<file path="config.mk">
export PLATFORM = sky130hd
export DESIGN_NAME = gfe_lane
export DESIGN_NICKNAME = d
export VERILOG_FILES = /design/src/hdl/gfe_pkg.sv /design/src/hdl/gfe_lane.sv
export SDC_FILE = /design/constraint.sdc
export NUM_CORES = 2
export LEC_CHECK = 0
export BUFFER_PORTS_ARGS = -buffer_cell sky130_fd_sc_hd__clkbuf_2
export CORE_MARGIN = 4
export CORE_UTILIZATION = 25
export DETAILED_ROUTE_END_ITERATION = 6
export PLACE_DENSITY_LB_ADDON = 0.08
export SLEW_MARGIN = 0
export SYNTH_ARGS = -nofsm -noshare
export SYNTH_HDL_FRONTEND = slang
export SYNTH_SLANG_ARGS = --single-unit
</file>
<file path="constraint.sdc">
create_clock -name clk_i -period 39.1 [get_ports clk_i]
set_input_delay 11.73 -clock clk_i [delete_from_list [all_inputs] [get_ports clk_i]]
set_output_delay 11.73 -clock clk_i [all_outputs]
set_load 0.01 [all_outputs]
</file>
<file path="src/hdl/gfe_pkg.sv">
// shared constants, types and helpers for the forward elimination block
`timescale 1ns / 1ps
`default_nettype none
package gfe_pkg;
  localparam int MaxSize = 8;
  localparam int ValueBits = 32;
  localparam int FracBits = 16;
  localparam int IdxBits = $clog2(MaxSize);
  localparam int CntBits = $clog2(MaxSize + 1);

  typedef logic signed [ValueBits-1:0] val_t;
  typedef val_t [MaxSize-1:0] row_t;

  typedef struct packed {
    logic [IdxBits-1:0] row_index;
    row_t coef;
    val_t rhs;
    logic last_row;
    logic pivot_zero;
  } res_t;

  typedef struct packed {
    row_t coef;
    val_t rhs;
  } in_t;

  // one lane command: multiplier magnitude and sign
  typedef struct packed {
    logic [ValueBits-1:0] m_mag;
    logic m_neg;
  } mul_t;

  localparam logic signed [ValueBits:0] SatHi = (33'sd1 <<< (ValueBits - 1)) - 33'sd1;
  localparam logic signed [ValueBits:0] SatLo = -SatHi - 33'sd1;

  function automatic val_t sat33(input logic signed [ValueBits:0] v);
    val_t r;
    if (v > SatHi) r = SatHi[ValueBits-1:0];
    else if (v < SatLo) r = SatLo[ValueBits-1:0];
    else r = v[ValueBits-1:0];
    return r;
  endfunction

  function automatic logic [ValueBits-1:0] mag(input val_t a);
    logic [ValueBits-1:0] r;
    r = a[ValueBits-1] ? (~a + 1'b1) : a;
    return r;
  endfunction
endpackage
`default_nettype wire

</file>
<file path="src/hdl/gfe_lane.sv">
// one column lane: y - m*p with a registered product, saturated
`timescale 1ns / 1ps
`default_nettype none
module gfe_lane (
  input  wire logic clk_i,
  input  wire gfe_pkg::mul_t mul_i,
  input  wire gfe_pkg::val_t piv_i,
  input  wire gfe_pkg::val_t tgt_i,
  output gfe_pkg::val_t res_o
);
  logic [2*gfe_pkg::ValueBits-1:0] prod_q;
  logic neg_q;
  gfe_pkg::val_t tgt_q;
  logic [gfe_pkg::ValueBits:0] p_mag;
  logic signed [gfe_pkg::ValueBits+1:0] diff;

  always_ff @(posedge clk_i) begin
    prod_q <= mul_i.m_mag * gfe_pkg::mag(piv_i);
    neg_q <= mul_i.m_neg ^ piv_i[gfe_pkg::ValueBits-1];
    tgt_q <= tgt_i;
  end

  // any scaled product of 2^32 or more saturates the difference, so clamp it there
  assign p_mag = (|prod_q[2*gfe_pkg::ValueBits-1:gfe_pkg::ValueBits+gfe_pkg::FracBits])
               ? {1'b1, {gfe_pkg::ValueBits{1'b0}}}
               : {1'b0, prod_q[gfe_pkg::FracBits +: gfe_pkg::ValueBits]};
  always_comb begin
    if (neg_q) diff = $signed({{2{tgt_q[gfe_pkg::ValueBits-1]}}, tgt_q}) + $signed({1'b0, p_mag});
    else diff = $signed({{2{tgt_q[gfe_pkg::ValueBits-1]}}, tgt_q}) - $signed({1'b0, p_mag});
    if (diff > $signed({1'b0, gfe_pkg::SatHi})) res_o = gfe_pkg::SatHi[gfe_pkg::ValueBits-1:0];
    else if (diff < $signed({gfe_pkg::SatLo[gfe_pkg::ValueBits], gfe_pkg::SatLo}))
      res_o = gfe_pkg::SatLo[gfe_pkg::ValueBits-1:0];
    else res_o = diff[gfe_pkg::ValueBits-1:0];
  end
endmodule
`default_nettype wire

</file>
# Word-level counts from Yosys, hierarchy flattened
# Cells that the tools add are included.
# op_classes
n_addsub,3
multipliers,1
order_cmp,2
n_mux,5
n_bitwise,2
reduce_logical,1
# ops
operator,n
32-bit two-way mux,3
32-bit by 32-bit multiplier with 64-bit output,1
32-bit by 34-bit adder with 34-bit output,1
"34-bit by 32-bit > comparator with 1-bit output, second input constant",1
"34-bit by 32-bit less-than comparator with 1-bit output, second input constant",1
34-bit two-way mux,1
32-bit by 34-bit subtractor with 34-bit output,1
33-bit two-way mux,1
"32-bit by 1-bit adder with 32-bit output, second input constant",1
32-bit NOT,1
16-bit OR reduction,1
1-bit bitwise XOR,1
# totals
regBits,97
in_bits,98
output_inout_bits,32
word_cells,17

# Depth between registers and ports, before layout
# logic_depth
ltp_word,7
depth_mapped,37
depth_no_buf,34

# Worst setup path before layout
# Ideal clock, no wire load.
# synth_timing
kind,input -> register
from,input port piv_i[8]
to,register prod_q[57] in the netlist's numbering
setup_ns,0.120
arrival_ns,20.279
required_ns,38.980
path_slack_ns,18.701
cell_stages,31
path_buffers,2
cell_sequence,or4_1 > or3_1 > or3_1 > o31ai_1 > xnor2_1 > clkbuf_1 > and2_1 > fa_1 > inv_1 > fa_1 > inv_1 > fa_1 > inv_1 > fa_1 > inv_1 > fa_1 > fa_1 > fa_1 > fa_1 > ha_1 > clkbuf_1 > a2111o_1 > a31o_2 > o22ai_1 > nand2_1 > o311a_1 > o211ai_1 > a21oi_1 > a211oi_1 > o21ai_0 > xnor2_1
# synth_between
elab_chain_len,4
# synth_rtl
item,line_no,text
from (decl),gfe_lane.sv:7,"input wire gfe_pkg::val_t piv_i,"
32-bit NOT,gfe_pkg.sv:46,r = a[ValueBits-1] ? (~a + 1'b1) : a;
32-bit by 1-bit adder with 32-bit output,gfe_pkg.sv:46,
32-bit two-way mux (*),gfe_pkg.sv:46,
32-bit by 32-bit multiplier with 64-bit output (*),gfe_lane.sv:18,prod_q <= mul_i.m_mag * gfe_pkg::mag(piv_i);
to (signal assigned),gfe_lane.sv:18,
to (decl),gfe_lane.sv:11,logic [2*gfe_pkg::ValueBits-1:0] prod_q;
# Every way passes the cells marked *; elsewhere a longest branch is shown, timed or not.

# Final worst setup path
# layout_timing
from,input port piv_i[8]
to,register prod_q[62] in the netlist's numbering
# Same word-level chain as after synthesis.

==> flow_summary.yaml <==
run_status:
  outcome: "finished clean"
yosys:
  syn_area_per_cell_um2: 8.78
  ys_seq_elements: 81
  post-synth-top-count-cell: "inv_1"
  synth_async_sr_flop_share_pct: 0
  synth_edf_count: 0
  yosysWarnings: 0
  synthTopCellsByCount: "959 x inv_1, 896 x fa_1, 627 x nand2_1"
  syn_nets: 5608
  yosys.area.top_type: "fa_1"
  ys_seq_area_share_pct: 4.28
  ys.flop_type: "dfxtp_1"
  yosysUniqueCellTypes: 69
  synth_area_um2: 37900
  synth.top_cell.area_share_pct: 47.3
  ys_top_cells_by_area: "fa_1 47%, ha_1 9.7%, inv_1 9.5%, and2_1 7.4%, nand2_1 6.2%"
  syn_inst: 4319
global_routing:
  grt_pass1_wl_mm: 205
  gr-total-overflow: 0
  grt_pass1_vias: 31300
  antenna_found_initial: 14
  grt_start_max_net_pins: 42
  grt_use_total_pct: 17.5
cts:
  clockRootBuffer: "clkbuf_16"
  numCtsBuffers: 9
  cts_resized: 0
  clk_path_buf_depth: 2
  clk_pin_slew_ns: 0.06
  postCtsSetupRepairBufs: 0
  hold_buffers: 0
  cts_tree: "built"
  cts.sinks: 81
  cts-htree-levels: 3
route:
  routed_wl_mm: 135
  drc_errors: 0
  post_drt_wl_per_cell_um: 21.3
  viasPerCell: 4.45
  drtIter0Drc: 1210
  first_pass_iters: 5
  dr_total_vias: 28100
  ant_nets: 0
sta:
  hold_viol: 0
  setup-tns-final_ns: 0
  fmax_mhz: 45.9
  rsz0062_at_grt: "no"
  slew_headroom_pct: 19.5
  worstMarginPinSlew_ns: 1.21
  setup-violations-final: 0
  period_needed_ns: 21.77
  whs_ns: 11.46
  post-route-period-util_pct: 55.7
  report.final.slew_viol_count: 0
setup_path:
  arrival_ns: 22.03
  critPathRequiredTime_ns: 39.36
  critPathMaxFanout: 32
  crit_path_start_kind: "primary input"
  crit_path_max_incr_delay_ns: 0.65
  end_kind: "register"
  crit_path_frequent_cell: "fa_1"
  critPathKind: "primary input to register"
  critical-path-slowest-cell: "a21oi_1"
floorplanning:
  num_io_pins: 130
  fp.dieH_um: 397
  dieArea_um2: 158000
  placeableCoreArea_um2: 150000
  initial_core_util_pct: 25.2
  die_w_um: 397
  num_rows: 142
placed_design:
  hpwl_mm: 102
  port_buffers: 129
  gp_congestion: 0.795
flow_run:
  maxCapViolations: 0
layout:
  final_layout_size_suffix_gt1_share_pct: 5.94
  seqCellArea_um2: 1620
  fillers: 16500
  syn_to_final_growth_pct: 8.75
  final_net_count: 5580
  multiInputGateArea_um2: 32000
  final_util_pct: 27.4
min_path:
  min_path_type: "primary input to register"
logic make-up after synthesis:
group / Yosys count / share of synthesized area (%)
buf+inv: 1194 / 11.9
simple gates: 1331 / 17.3
flops: 81 / 4.28
compound gates: 396 / 6.59
fa+ha+maj: 1191 / 57.0
xor+xnor: 123 / 2.86
mux: 3 / 0.0792
area by class of cell:
type,instances,share of cell area (%)
clock inverters,3,0.0971
diodes,6,0.0364
clock buffers,12,0.622
well taps,2016,6.12
repair buffers,196,2.78
inverters,959,8.73
multi-input cells,3044,77.7
flip-flops and latches,81,3.93
sequential cells by signal (all words and copies together), names as in the netlist:
name / flops
neg_q: 1
prod_q: 48
tgt_q: 32
layer usage:
metal  GRT usage [%]  routed length [um]  up-vias  part of all wire, %
met4            4.54                4270        2                  3.2
met1            21.6               55200    14800                   41
met3            1.87                4290      149                  3.2
met5               0                  13        -               0.0097
li1                -                   -    12700                    -
met2            32.1               70800      452                   53
worst paths after layout:
| check | start | cells past startpoint | end |
|---|---|---|---|
| setup / recovery | piv_i[8] | 29 | prod_q[62] |
| hold / removal | tgt_i[10] | 1 | tgt_q[10] |
critical path, delay by kind of cell:
family | cells | cell delay, ns
AOI/OAI and AO/OA | 7 | 2.55
xor gates and xnor gates | 2 | 0.28
adders and majority gates | 9 | 4.19
buffers and inverters | 4 | 0.73
and+or+nand+nor | 7 | 2.50
through the flow:
step                worst slack [ns]  instance area (um^2)  cells
global route                   16.72                 41200   6311
finish                         17.33                 41200   6317
floorplan                      18.70                 37900   4319
global placement               17.15                 40900   6296
detailed placement             16.96                 40900   6296
CTS                            17.33                 41200   6311
layout by cell type (no fill, tap or decap), drive strengths merged, types with 4 or more instances in the layout:
cell / synthesis / final
o21bai: 17 / 17
or3: 22 / 22
xnor2: 87 / 87
and4: 6 / 6
buf: 6 / 67
o211ai: 7 / 7
o31ai: 15 / 15
nor4: 11 / 11
fa: 896 / 896
a21oi: 120 / 120
nand2: 627 / 627
or4: 5 / 5
diode: 0 / 6
a311oi: 10 / 10
clkbuf: 229 / 141
xor2: 36 / 36
and2: 448 / 448
a211oi: 10 / 10
nor2b: 39 / 39
a221oi: 4 / 4
dfxtp: 81 / 81
o21ai: 96 / 96
nand3: 20 / 20
nand2b: 12 / 12
ha: 295 / 295
nand4: 20 / 20
a21o: 65 / 65
o21a: 10 / 10
and3: 8 / 8
a31oi: 15 / 15
nor2: 80 / 80
inv: 959 / 959
nor3: 27 / 27
Power is left out: the tool's default activity adds up to more than one toggle a clock period on the data nets, which glitch-free logic cannot reach.
