[src/hdl/gfe_pkg.sv]
// shared constants, types and helpers for the forward elimination block
`timescale 1ns / 1ps
`default_nettype none
package gfe_pkg;
  localparam int MaxSize = 8;
  localparam int ValueBits = 32;
  localparam int FracBits = 16;
  localparam int IdxBits = $clog2(MaxSize);
  localparam int CntBits = $clog2(MaxSize + 1);

  typedef logic signed [ValueBits-1:0] val_t;
  typedef val_t [MaxSize-1:0] row_t;

  typedef struct packed {
    logic [IdxBits-1:0] row_index;
    row_t coef;
    val_t rhs;
    logic last_row;
    logic pivot_zero;
  } res_t;

  typedef struct packed {
    row_t coef;
    val_t rhs;
  } in_t;

  // one lane command: multiplier magnitude and sign
  typedef struct packed {
    logic [ValueBits-1:0] m_mag;
    logic m_neg;
  } mul_t;

  localparam logic signed [ValueBits:0] SatHi = (33'sd1 <<< (ValueBits - 1)) - 33'sd1;
  localparam logic signed [ValueBits:0] SatLo = -SatHi - 33'sd1;

  function automatic val_t sat33(input logic signed [ValueBits:0] v);
    val_t r;
    if (v > SatHi) r = SatHi[ValueBits-1:0];
    else if (v < SatLo) r = SatLo[ValueBits-1:0];
    else r = v[ValueBits-1:0];
    return r;
  endfunction

  function automatic logic [ValueBits-1:0] mag(input val_t a);
    logic [ValueBits-1:0] r;
    r = a[ValueBits-1] ? (~a + 1'b1) : a;
    return r;
  endfunction
endpackage
`default_nettype wire

[src/hdl/gfe_div.sv]
// restoring divider, one quotient bit per cycle, saturating signed Q16.16 quotient
`timescale 1ns / 1ps
`default_nettype none
module gfe_div (
  input  wire logic clk_i,
  input  wire logic rst_ni,
  input  wire logic start_i,
  input  wire gfe_pkg::val_t num_i,
  input  wire gfe_pkg::val_t den_i,
  output logic done_o,
  output gfe_pkg::mul_t quo_o
);
  localparam int NumBits = gfe_pkg::ValueBits + gfe_pkg::FracBits;
  localparam int StepBits = $clog2(NumBits + 1);

  logic busy_q, busy_d;
  logic [StepBits-1:0] step_q, step_d;
  logic [NumBits-1:0] num_q, num_d;
  logic [gfe_pkg::ValueBits-1:0] den_q, den_d;
  logic [gfe_pkg::ValueBits:0] rem_q, rem_d;
  logic [NumBits-1:0] quo_q, quo_d;
  logic neg_q, neg_d;
  logic done_q, done_d;
  logic [gfe_pkg::ValueBits:0] trial;

  always_comb begin
    busy_d = busy_q;
    step_d = step_q;
    num_d = num_q;
    den_d = den_q;
    rem_d = rem_q;
    quo_d = quo_q;
    neg_d = neg_q;
    done_d = 1'b0;
    trial = {rem_q[gfe_pkg::ValueBits-1:0], num_q[NumBits-1]};
    if (start_i) begin
      busy_d = 1'b1;
      step_d = '0;
      num_d = {gfe_pkg::mag(num_i), {gfe_pkg::FracBits{1'b0}}};
      den_d = gfe_pkg::mag(den_i);
      rem_d = '0;
      quo_d = '0;
      neg_d = num_i[gfe_pkg::ValueBits-1] ^ den_i[gfe_pkg::ValueBits-1];
    end else if (busy_q) begin
      num_d = {num_q[NumBits-2:0], 1'b0};
      if (trial >= {1'b0, den_q}) begin
        rem_d = trial - {1'b0, den_q};
        quo_d = {quo_q[NumBits-2:0], 1'b1};
      end else begin
        rem_d = trial;
        quo_d = {quo_q[NumBits-2:0], 1'b0};
      end
      step_d = step_q + 1'b1;
      if (step_q == StepBits'(NumBits - 1)) begin
        busy_d = 1'b0;
        done_d = 1'b1;
      end
    end
  end

  always_ff @(posedge clk_i or negedge rst_ni) begin
    if (!rst_ni) begin
      busy_q <= 1'b0;
      done_q <= 1'b0;
      step_q <= '0;
    end else begin
      busy_q <= busy_d;
      done_q <= done_d;
      step_q <= step_d;
    end
  end

  always_ff @(posedge clk_i) begin
    num_q <= num_d;
    den_q <= den_d;
    rem_q <= rem_d;
    quo_q <= quo_d;
    neg_q <= neg_d;
  end

  // clamp magnitude: positive max 2^31-1, negative magnitude up to 2^31
  logic big_pos, big_neg;
  assign big_pos = |quo_q[NumBits-1:gfe_pkg::ValueBits-1];
  assign big_neg = (|quo_q[NumBits-1:gfe_pkg::ValueBits])
                 || (quo_q[gfe_pkg::ValueBits-1] && (|quo_q[gfe_pkg::ValueBits-2:0]));
  always_comb begin
    quo_o.m_neg = neg_q;
    if (neg_q) begin
      quo_o.m_mag = big_neg ? {1'b1, {(gfe_pkg::ValueBits-1){1'b0}}}
                            : quo_q[gfe_pkg::ValueBits-1:0];
    end else begin
      quo_o.m_mag = big_pos ? {1'b0, {(gfe_pkg::ValueBits-1){1'b1}}}
                            : quo_q[gfe_pkg::ValueBits-1:0];
    end
  end
  assign done_o = done_q;
endmodule
`default_nettype wire

[config.mk]
export PLATFORM = sky130hd
export DESIGN_NAME = gfe_div
export DESIGN_NICKNAME = d
export VERILOG_FILES = /design/src/hdl/gfe_pkg.sv /design/src/hdl/gfe_div.sv
export SDC_FILE = /design/constraint.sdc
export NUM_CORES = 1
export LEC_CHECK = 0
export BUFFER_PORTS_ARGS = -buffer_cell sky130_fd_sc_hd__buf_2
export CAP_MARGIN = 20
export CORE_UTILIZATION = 36
export DETAILED_ROUTE_END_ITERATION = 10
export PLACE_DENSITY = 0.6
export SLEW_MARGIN = 20
export SYNTH_ARGS = -nofsm -noshare
export SYNTH_HDL_FRONTEND = slang
export SYNTH_SLANG_ARGS = --single-unit
export TNS_END_PERCENT = 10
[constraint.sdc]
create_clock -name clk_i -period 3.75 [get_ports clk_i]
set_input_delay 0 -clock clk_i [delete_from_list [all_inputs] [get_ports clk_i]]
set_output_delay 0 -clock clk_i [all_outputs]
set_load 0.005 [all_outputs]
# After elaboration in Yosys (flattened, before gate mapping)
# Cells that the tools add are included.
# op_classes
addsub	4
magnitude_cmp	1
n_eq_ne	1
muxes	17
n_bitwise	3
n_reduce_logical	6
# ops
cell	n
$mux 32	5
$mux 48	2
$add 32x1->32 const B	2
$not 32->32	2
$ge 33x32->1	1
$sub 32x32->32	1
$mux 31	1
$reduce_or 31->1	1
$reduce_or 17->1	1
$reduce_or 16->1	1
$mux 6	2
$mux 1	7
$add 6x1->6 const B	1
$eq 6x6->1 const B	1
$reduce_bool 2->1	1
$logic_and 1x1->1	1
$logic_or 1x1->1	1
$xor 1x1->1	1
# word_totals
regBits	153
inputBits	67
output_inout_bits	34
word_cells	41

# Logic depth before layout (Yosys ltp)
# Gate-level depths: netlist (run 1).
# depth
word_depth	5
ltp_mapped	14
mapped_depth_nobuf	12

# Least setup slack after synthesis (run 1)
# Ideal clock, no wire load.
# synth_timing
kind	flip-flop to flip-flop
start	reg num_q[47]
end	reg rem_q[28] (netlist bit)
setup_ns	0.116
t_arrival_ns	2.807
t_required_ns	3.634
setup_slack_ns	0.828
path_stages_with_launch	13
path_buffers	0
synth_period_minus_slack_ns	2.922
cell_sequence	edfxtp_1 inv_1 ha_1 fa_1 nor2b_1 o2111ai_1 a2111oi_0 nor3_1 o211ai_1 a21o_1 a21oi_1 xnor2_1 a31o_1
# synth_via
elab_chain_cells	2
word_cells_on_any_way	3
classes_between	add/sub: 1; order compare: 1; mux: 1
# synth_lines
element	line_no	source
from (decl)	gfe_div.sv:18	logic [NumBits-1:0] num_q, num_d;
from (signal assigned)	gfe_div.sv:74	num_q <= num_d;
$sub 32x32->32 / $ge 33x32->1 (equally long branches)	gfe_div.sv:47, gfe_div.sv:46	
$mux 32 *	gfe_div.sv:46	if (trial >= {1'b0, den_q}) begin
to (signal assigned)	gfe_div.sv:76	rem_q <= rem_d;
to (decl)	gfe_div.sv:20	logic [gfe_pkg::ValueBits:0] rem_q, rem_d;
# Every way passes the cells marked *; elsewhere a longest branch is shown, timed or not.
# A chain may end at the register's enable or synchronous reset.

# Worst setup path after layout (run 1)
# Same ends and word-level chain as after synthesis.

==> metrics.md, run 1 <==
| Metric | Value |
|---|---|
| Routed len/inst | 13.8 um |
| Fmax | 308 MHz |
| Crit Path Category | flop to flop |
| Layout Nets | 1249 |
| Post-Syn Area | 9200 um2 |
| Final setup fails | 0 |
| Post-synthesis adder-cell area fraction | 4.98% |
| Final hold viol count | 1 |
| Clock Path Buffers | 2 |
| Outcome | finished with violations |
| Number of synthesized flops with an enable pin | 65 |
| WP buf/inv | 2 |
| Largest family of logic cells by synthesized area | simple AND/OR/NAND/NOR gates |
| Simple-Gate Fraction of Synth Area | 18.3% |
| P&R area growth vs syn | 20.7% |
| Unrepaired setup endpoints after global routing | false |
| Clk sinks | 153 |
| Leak pwr | 5.00 nW |
| Layout cell share with drive strength beyond 1 | 13.9% |
| Most frequent cells in the layout | 183 x nor2_1, 99 x buf_2, 80 x dfxtp_1 |
| Core region area | 25100 um2 |
| DRC | 0 |
| Finished Layout Cells | 1489 |
| Mux cell area share after synthesis | 8.31% |
| Clock root cell | clkbuf_16 |
| Critical path arrival | 3580 ps |
| Crit path capture type | flop |
| Net count after synthesis | 1124 |
| Synth Area in Compound Gates | 14.9% |
| Top cell type's share of synthesized area | 21.2% |
| Clk_skew | 10.6 ps |
| Die height | 162 um |
| Total track usage | 16.0% |
| Final Cycle Share | 86.7% |
| Power Density | 555 nW/um2 |
| Seq cells post-synth | 153 |
| Post-synth ARST share | 5.23% |
| Worst-margin pin slew | 894 ps |
| Largest net degree at the start of global routing | 84 |
| Fill count | 2445 |
| Max incr delay on CP | 520 ps |
| H-Tree Level Count | 4 |
| Number of routed nets with antenna violations | 0 |
| Top_reg_cell synth | dfxtp_1 |
| Most common cell after layout, fill and taps aside | nor2_1 |
| CTS Buf Count | 17 |
| Final Wtd Congestion | 0.803 |
| Vias | 7560 |
| Cells after Synth | 1021 |
| CTS resizes | 0 |
| Max transition margin | 40.4% |
| CP Launch Type | flop |
| Die area | 26200 um2 |
| # rows | 58 |
| Number of global-route vias before repair | 7141 |
| Synth Warn # | 0 |
| Max_cap viols | 0 |
| Worst-Skew Late Latency | 430 ps |
| Family with the most delay on the worst path | compound AO/OA/AOI/OAI gates |
| Post-Synth XOR/XNOR Area | 8.57% |
| Via density | 5.08 |
| N_diodes | 0 |
| Sum Neg Setup Slack | 0 ps |
| Initial antenna violation count | 0 |
| Seq/Total Area, Yosys | 40.8% |
| I/O Buffers | 100 |
| Required @ worst endpoint | 4080 ps |
| Worst path slowest cell | a2111oi_0 |
| Max IR drop VDD | 265 uV |
| Drt total wl | 20600 um |
| Reg clk slew, reported paths | 70 ps |
| Detailed-router iteration count before antenna repair | 5 |
| Detail Placement HPWL | 14300 um |
| Synth top area cells | edfxtp_1 21%, dfxtp_1 17%, mux2i_1 7.9% |
| I/O pins | 101 |
| Cells along the critical path | inv_1 > ha_1 > fa_1 > nor2b_1 > o2111ai_1 > a2111oi_0 > buf_4 > nor3_1 > o211ai_1 > a21o_1 > a21oi_1 > xnor2_1 > a31o_1 |
| Die width | 162 um |
| Min Tclk post-route | 3250 ps |
| Synthesized area per cell | 9.01 um2 |
| Minimum hold slack | -5.15 ps |
| Initial Util | 36.6% |
| Failing checks | hold timing |
| Crit-path max FO | 3 |
| Inst Count DP | 1412 |
| Slew Viols, Final | 0 |
| Count of cell types in the netlist | 68 |
| Gr ovfl total | 0 |
| Initial drt markers | 422 |
| Top cell type by total area after synthesis | edfxtp_1 |
| First-pass GRT wire length | 34400 um |
| Worst min path class | input port to flop |
| TritonCTS clock tree | done |
[registers in the layout, indices dropped and copies added (netlist names)]
register,cells
den_q,32
neg_q,1
busy_q,1
rem_q,32
quo_q,48
done_o,1
num_q,32
step_q,6
[worst min-delay path: cells and delay by family]
kind,cells,cell delay [ps]
xor gates and xnor gates,1,80
AOI/OAI and AO/OA,1,130
buffers and inverters,1,90
[stage by stage]
stage                     power (mW)  hold WS, ps  cell area (um2)  setup WS (ps)  utilization, %
after floorplan                 3.84         -296             9200            828               -
after global placement          4.31         -142            10000            596            39.9
after detailed placement        4.32         -143            10000            523            39.9
after CTS                       6.21         1.31            11100            482            44.2
after global routing            6.56         16.9            11100            217            44.2
final                           6.16        -5.15            11100            500            44.2
[where the power goes]
group	switching (mW)	internal [mW]	total, mW
clock	0.834	0.973	1.81
sequential	0.149	1.98	2.13
combinational	1.22	1.00	2.22
total	2.20	3.96	6.16
[layer usage]
layer	vias up	global-route usage [%]	share of wire, %
met5	-	0	0
met4	0	4.46	1.4
met3	20	2.27	2.3
met2	90	26.3	46
met1	3542	21.7	50
li1	3908	-	-
[timing repair]
action,in CTS,in global routing
setup buffers,0,0
hold endpoints to repair,47,0
hold buffers,45,0
[layout make-up]
cell class | instances | area [um2] | area share, %
tap | 330 | 413 | 3.72
timing repair buffer | 157 | 1050 | 9.47
inverter | 47 | 176 | 1.59
clock buffer | 17 | 425 | 3.83
multi-input combinational | 770 | 5080 | 45.7
sequential | 153 | 3760 | 33.8
clock inverter | 15 | 200 | 1.80
[kinds of logic (layout without fill, tap and decap cells)]
logic type / count (synthesis) / in the layout
AOI/OAI and AO/OA: 208 / 208
xor gates and xnor gates: 90 / 90
adders and majority gates: 36 / 36
buffers and inverters: 98 / 236
DFF: 153 / 153
muxes: 76 / 76
and+or+nand+nor: 360 / 360
[cell usage after synthesis, types with 3 or more instances]
master / count
a211oi_1: 20
a21o_1: 16
a21oi_1: 63
a31oi_1: 4
a41o_1: 3
and3_1: 5
and4_1: 5
buf_1: 10
buf_2: 3
clkbuf_1: 37
dfrtp_1: 8
dfxtp_1: 80
edfxtp_1: 65
ha_1: 35
inv_1: 46
mux2_2: 3
mux2i_1: 73
nand2_1: 54
nand2b_1: 7
nand3_1: 16
nand3b_1: 4
nand4_1: 8
nor2_1: 184
nor2b_1: 8
nor3_1: 16
nor4_1: 19
nor4b_1: 3
o2111ai_1: 4
o211ai_1: 3
o21a_1: 6
o21ai_0: 23
o21ai_1: 18
o21bai_1: 6
o31ai_1: 14
o41ai_1: 7
or3_1: 11
or3_4: 4
or4_1: 6
xnor2_1: 46
xor2_1: 44
[final timing paths]
path	startpoint	endpoint	slack [ps]	depth (start not counted)
max in group asynchronous	rst_ni	busy_q	2920	3
hold / removal	num_i[12]	num_q[28]	-5	3
setup reg to reg	num_q[47]	rem_q[28]	500	13
min in group asynchronous	rst_ni	busy_q	540	3
setup / recovery	num_q[47]	rem_q[28]	500	13
hold reg to reg	rem_q[18]	rem_q[18]	470	2
Power figures use the tool's default switching activity.
==> run 2, diff against run 1 <==
Settings changed: ABC_AREA from default to 1, CORE_UTILIZATION 36 to 30, PLACE_DENSITY 0.6 to 0.53.
==> run 2 against run 1 <==
  * The run now ends clean
  * Synthesized cell count grew 44%
  * Non-clock buffer count grew 8
  * Utilization fell by 7.5 points
  * Wire length is 39% higher
  * Die area rose by 33%
  * Global-route usage increased by 0.71 points
  * Cell count increased by 39%
  * Clock skew hardly changed
  * Final area grew 11%
  * Worst hold slack improved by 29 ps
  * Via count rose by 27%
  * Largest power group is now registers
  * Highest routed layer unchanged
==> metrics.md, run 2 <==
| Metric | Value |
|---|---|
| Initial Util | 30.5% |
| Clk sinks | 153 |
| # rows | 67 |
| Number of synthesized flops with an enable pin | 65 |
| Total track usage | 16.7% |
| Max transition margin | 38.2% |
| Seq/Total Area, Yosys | 36.8% |
| Initial antenna violation count | 0 |
| Most frequent cells in the layout | 385 x nand2_1, 249 x inv_1, 121 x nor2_1 |
| Post-CTS Repair Setup Buffers | 0 |
| Synth Warn # | 0 |
| Critical path arrival | 2990 ps |
| Sum Neg Setup Slack | 0 ps |
| Max IR drop VDD | 330 uV |
| Leak pwr | 5.96 nW |
| I/O pins | 101 |
| Pre-CTS setup slack | 1150 ps |
| H-Tree Level Count | 4 |
| Post-synth top cells | 385 x nand2_1, 250 x inv_1, 121 x nor2_1 |
| Synth top area cells | edfxtp_1 19%, dfxtp_1 16%, nand2_1 14% |
| Crit Path Category | flop to flop |
| Post-CTS Hold Buffers | 56 |
| Unrepaired setup endpoints after global routing | false |
| Gr busiest metal | met2 |
| Final Wtd Congestion | 0.902 |
| Final hold viol count | 0 |
| Cells after Synth | 1473 |
| Largest net degree at the start of global routing | 79 |
| Drt total wl | 28500 um |
| Die height | 186 um |
| Detail Placement HPWL | 21200 um |
| Crit path capture type | flop |
| Slew Viols, Final | 0 |
| Gr ovfl total | 0 |
| N_diodes | 0 |
| Outcome | finished, final reports clean |
| Minimum hold slack | 23.5 ps |
| Finished Layout Cells | 2067 |
| Vias | 9608 |
| Layout cell share with drive strength beyond 1 | 11.4% |
| Number of global-route vias before repair | 9210 |
| Fmax | 377 MHz |
| Top cell type's share of synthesized area | 19.1% |
| CTS resizes | 0 |
| CP Launch Type | flop |
| P&R area growth vs syn | 20.5% |
| Core region area | 33400 um2 |
| Worst min path class | input port to flop |
| Worst-margin pin slew | 926 ps |
| I/O Buffers | 100 |
| Power Density | 364 nW/um2 |
| Worst-Skew Late Latency | 440 ps |
| Layout Nets | 1709 |
| Fill count | 3613 |
| Top_reg_cell synth | dfxtp_1 |
| Register with the most flip-flops | quo_q |
| Inst Count DP | 1979 |
| Routed len/inst | 13.8 um |
| Initial drt markers | 442 |
| Post-synth ARST share | 5.23% |
| Synthesized area per cell | 6.92 um2 |
| Met1 Use GR | 22.2% |
| Clock Path Buffers | 2 |
| Reg clk slew, reported paths | 80 ps |
| Crit-path max FO | 43 |
| DRC | 0 |
| Most common cell after layout, fill and taps aside | nand2_1 |
| Number of routed nets with antenna violations | 0 |
| Net count after synthesis | 1576 |
| Min Tclk post-route | 2650 ps |
| Final setup fails | 0 |
| TritonCTS clock tree | done |
| Die area | 34700 um2 |
| CTS Buf Count | 17 |
| Die width | 186 um |
| First-pass GRT wire length | 46800 um |
| Via density | 4.65 |
| Post-Syn Area | 10200 um2 |
| Number of flip-flops in the largest register | 48 |
| Clk_skew | 10.9 ps |
| Seq cells post-synth | 153 |
| Top-count cell post-synth | nand2_1 |
| Worst setup margin | 1100 ps |
| M3 GR Usage | 2.28% |
| Required @ worst endpoint | 4090 ps |
| Met2 usage | 27.7% |
| Count of cell types in the netlist | 51 |
| Top cell type by total area after synthesis | edfxtp_1 |
| Clock root cell | clkbuf_16 |
| Final Cycle Share | 70.7% |
| Detailed-router iteration count before antenna repair | 7 |
| Max_cap viols | 0 |
==> run 2: power by group <==
| part | switching (mW) | internal (mW) |
|---|---|---|
| combinational | 0.466 | 0.275 |
| clock | 0.868 | 0.976 |
| sequential | 0.0396 | 1.85 |
==> run 2: layout make-up <==
| cell class | count | area [um2] | share of cell area [%] |
|---|---|---|---|
| multi-input combinational | 1005 | 5230 | 42.6 |
| clock buffer | 17 | 425 | 3.46 |
| timing repair buffer | 165 | 1130 | 9.19 |
| tap | 448 | 561 | 4.56 |
| sequential | 153 | 3750 | 30.6 |
| clock inverter | 15 | 198 | 1.61 |
| inverter | 264 | 991 | 8.07 |
==> run 2: metrics by stage <==
step / instance area, um2 / power [mW] / util (%)
after global placement: 11100 / 2.61 / 33.2
after detailed placement: 11100 / 2.62 / 33.2
after CTS: 12300 / 4.53 / 36.7
final: 12300 / 4.47 / 36.7
after floorplan: 10200 / 2.40 / -
after global routing: 12300 / 4.69 / 36.7
==> run 2: layer usage <==
layer / wire (um) / vias to the layer above
li1: - / 5007
met1: 13800 / 4400
met2: 13300 / 168
met3: 873 / 33
met4: 560 / 0
met5: 0 / -
==> run 2: worst max-delay path, cell delays in order (launching register included) <==
cell and delay [ps]:
edfxtp_1 330, inv_1 50, ha_1 370, nand2_1 100
nand2_1 90, a21oi_1 180, nand2_1 110, nand2_2 90
nand3_4 80, nor2_8 370, nand2_8 280, or2_2 360
nand3_1 70, nand2_1 50
==> run 2: worst paths after layout <==
check	end	slack (ps)	cells after the start	start
min	num_q[34]	20	3	num_i[18]
min reg2reg	rem_q[25]	470	2	rem_q[25]
max reg2reg	rem_q[21]	1100	13	den_q[24]
max	rem_q[21]	1100	13	den_q[24]
max in group asynchronous	done_o	2920	3	rst_ni
min in group asynchronous	step_q[0]	560	3	rst_ni
==> run 2: cells by family (layout without fill, tap and decap cells) <==
family / count (synthesis) / in the layout / synth area share [%]
buffers and inverters: 315 / 461 / 12.0
and+or+nand+nor: 730 / 730 / 31.6
DFF: 153 / 153 / 36.8
AOI/OAI and AO/OA: 179 / 179 / 9.89
adders and majority gates: 36 / 36 / 4.49
xor gates and xnor gates: 60 / 60 / 5.16
==> run 3, diff against run 2 <==
Clock period 3.75 ns to 2.45 ns, I/O delays scaled along.
==> run 3 against run 2 <==
  * Wire length rose by 1.2%
  * Largest cell class unchanged
  * Fmax rose by 16%
  * First-iteration DRC count rose by 32%
  * Non-clock buffer count rose by 15
  * Register-to-register slack got worse by 930 ps
  * Sequential power rose by 53%
  * Via count rose by 0.24%
  * Cell count rose by 0.73%
  * Clock-buffer cell count did not move
  * Highest routed layer unchanged
  * Combinational power rose by 55%
==> metrics.md, run 3 (synthesis results as in run 2) <==
| Metric | Value |
|---|---|
| Critical path arrival | 2670 ps |
| Detail Placement HPWL | 21700 um |
| P&R area growth vs syn | 22.0% |
| Via density | 4.63 |
| Number of global-route vias before repair | 9323 |
| Worst path slowest cell | ha_1 |
| Final hold viol count | 0 |
| Clock root cell | clkbuf_16 |
| Final Wtd Congestion | 0.931 |
| Routed len/inst | 13.9 um |
| Clock Path Buffers | 2 |
| Worst Min Path Start | num_i[28] |
| Crit path top cell by count | nand2_1 |
| Crit Path Category | flop to flop |
| Max incr delay on CP | 410 ps |
| Largest net degree at the start of global routing | 48 |
| Die height | 186 um |
| # rows | 67 |
| Number of flip-flops in the largest register | 48 |
| Unrepaired setup endpoints after global routing | true |
| Layout cell share with drive strength beyond 1 | 12.5% |
| Max_cap viols | 0 |
| CP Launch Type | flop |
| DRC | 0 |
| Crit path capture type | flop |
| Worst hold endpoint | num_q[44] |
| Die width | 186 um |
| Most frequent cells in the layout | 385 x nand2_1, 249 x inv_1, 119 x nor2_1 |
| Max IR drop VDD | 405 uV |
| I/O Buffers | 100 |
| Fmax | 437 MHz |
| Worst-margin pin slew | 666 ps |
| TritonCTS clock tree | done |
| Die area | 34700 um2 |
| Initial drt markers | 583 |
| Initial Util | 30.5% |
| N_diodes | 0 |
| Detailed-router iteration count before antenna repair | 5 |
| Reg2Reg Launch Point | den_q[17] |
| Leak pwr | 6.04 nW |
| Max transition margin | 55.5% |
| Gr ovfl total | 0 |
| Sum Neg Setup Slack | 0 ps |
| Fill count | 3608 |
| Outcome | finished, final reports clean |
| Reg2reg end | rem_q[19] |
| Required @ worst endpoint | 2840 ps |
| First-pass GRT wire length | 47500 um |
| Total track usage | 16.9% |
| Slew Viols, Final | 0 |
| Final setup fails | 0 |
| Power Density | 547 nW/um2 |
| Vias | 9631 |
| Cells along the critical path | inv_1 > ha_1 > nand2_1 > nor2_1 > nand2_1 > nor3_2 > nand2_4 > nand2_8 > nand3_1 > nand3_1 > nand2_1 > inv_1 |
| I/O pins | 101 |
| Crit-path max FO | 43 |
| Finished Layout Cells | 2082 |
| Core region area | 33400 um2 |
| Family with the most delay on the worst path | simple AND/OR/NAND/NOR gates |
| Hold path depth | 5 |
| Drt total wl | 28900 um |
| CTS Buf Count | 17 |
| Clk sinks | 153 |
| Reg clk slew, reported paths | 70 ps |
| Register with the most flip-flops | quo_q |
| Final Cycle Share | 93.3% |
| WP buf/inv | 2 |
| Worst-Skew Late Latency | 440 ps |
| Layout Nets | 1724 |
| Inst Count DP | 1993 |
| Worst reg2reg path depth | 12 |
| Worst reg2reg setup slack | 160 ps |
| Clk_skew | 9.98 ps |
| H-Tree Level Count | 4 |
| Most common cell after layout, fill and taps aside | nand2_1 |
| Number of routed nets with antenna violations | 0 |
| Initial antenna violation count | 0 |
| Worst min path class | input port to flop |
| Min Tclk post-route | 2290 ps |
==> run 3: changes by cell type in the layout (fill, tap and decap cells not counted), moves of 2 or more <==
cell / before / now
buf_4: 9 / 21
nor2_1: 121 / 119
buf_12: 0 / 2
inv_6: 4 / 2
==> run 3: how the worst max path moves through the flow <==
stage	startpoint	endpoint	slack [ps]	depth (start not counted)
after global placement	den_q[17]	rem_q[21]	180	11
after floorplan	busy_q	num_q[16]	280	4
after global routing	den_q[20]	rem_q[26]	-30	15
final	den_q[17]	rem_q[19]	160	12
after CTS	den_i[0]	den_q[30]	140	13
after detailed placement	den_q[20]	rem_q[21]	200	15
==> run 3: stage by stage <==
| step | area (um2) | power [mW] | utilization, % | setup WS (ps) | hold WS, ps |
|---|---|---|---|---|---|
| floorplan | 10200 | 3.67 | - | 281 | -296 |
| global placement | 11200 | 4.01 | 33.6 | 184 | -141 |
| detailed placement | 11200 | 4.02 | 33.6 | 195 | -141 |
| CTS | 12400 | 6.87 | 37.1 | 141 | 3.76 |
| global route | 12400 | 7.14 | 37.2 | -34.9 | 24.7 |
| finish | 12400 | 6.80 | 37.2 | 163 | 28.3 |
==> run 3: power breakdown <==
part           switching (mW)  total, mW  internal [mW]
clock                    1.35       2.76           1.41
sequential             0.0605       2.89           2.82
combinational           0.720       1.15          0.434
total                    2.13       6.80           4.67
==> run 3: worst min-delay path, delay by kind of cell <==
kind / cells / cell delay (ps)
buffers and inverters: 1 / 130
and+or+nand+nor: 4 / 230
==> run 3: what timing repair did <==
item	in CTS	in global routing
setup buffers	0	0
resized for setup	0	6
setup endpoints to repair	0	19
hold endpoints to repair	63	0
hold buffers	57	0
==> run 3: metal layers <==
metal | share of wire (%) | global-route usage (%)
met5 | 0 | 0
met2 | 47 | 28.4
met4 | 1.7 | 5.53
met1 | 48 | 22.1
met3 | 3.3 | 2.56
==> run 3: layout make-up <==
class,instances,area (um2),area share (%)
Inverter,264,991,7.97
Clock buffer,17,425,3.42
Tap cell,448,561,4.51
Timing Repair Buffer,180,1270,10.2
Sequential cell,153,3750,30.2
Clock inverter,15,194,1.56
Multi-Input combinational cell,1005,5240,42.2
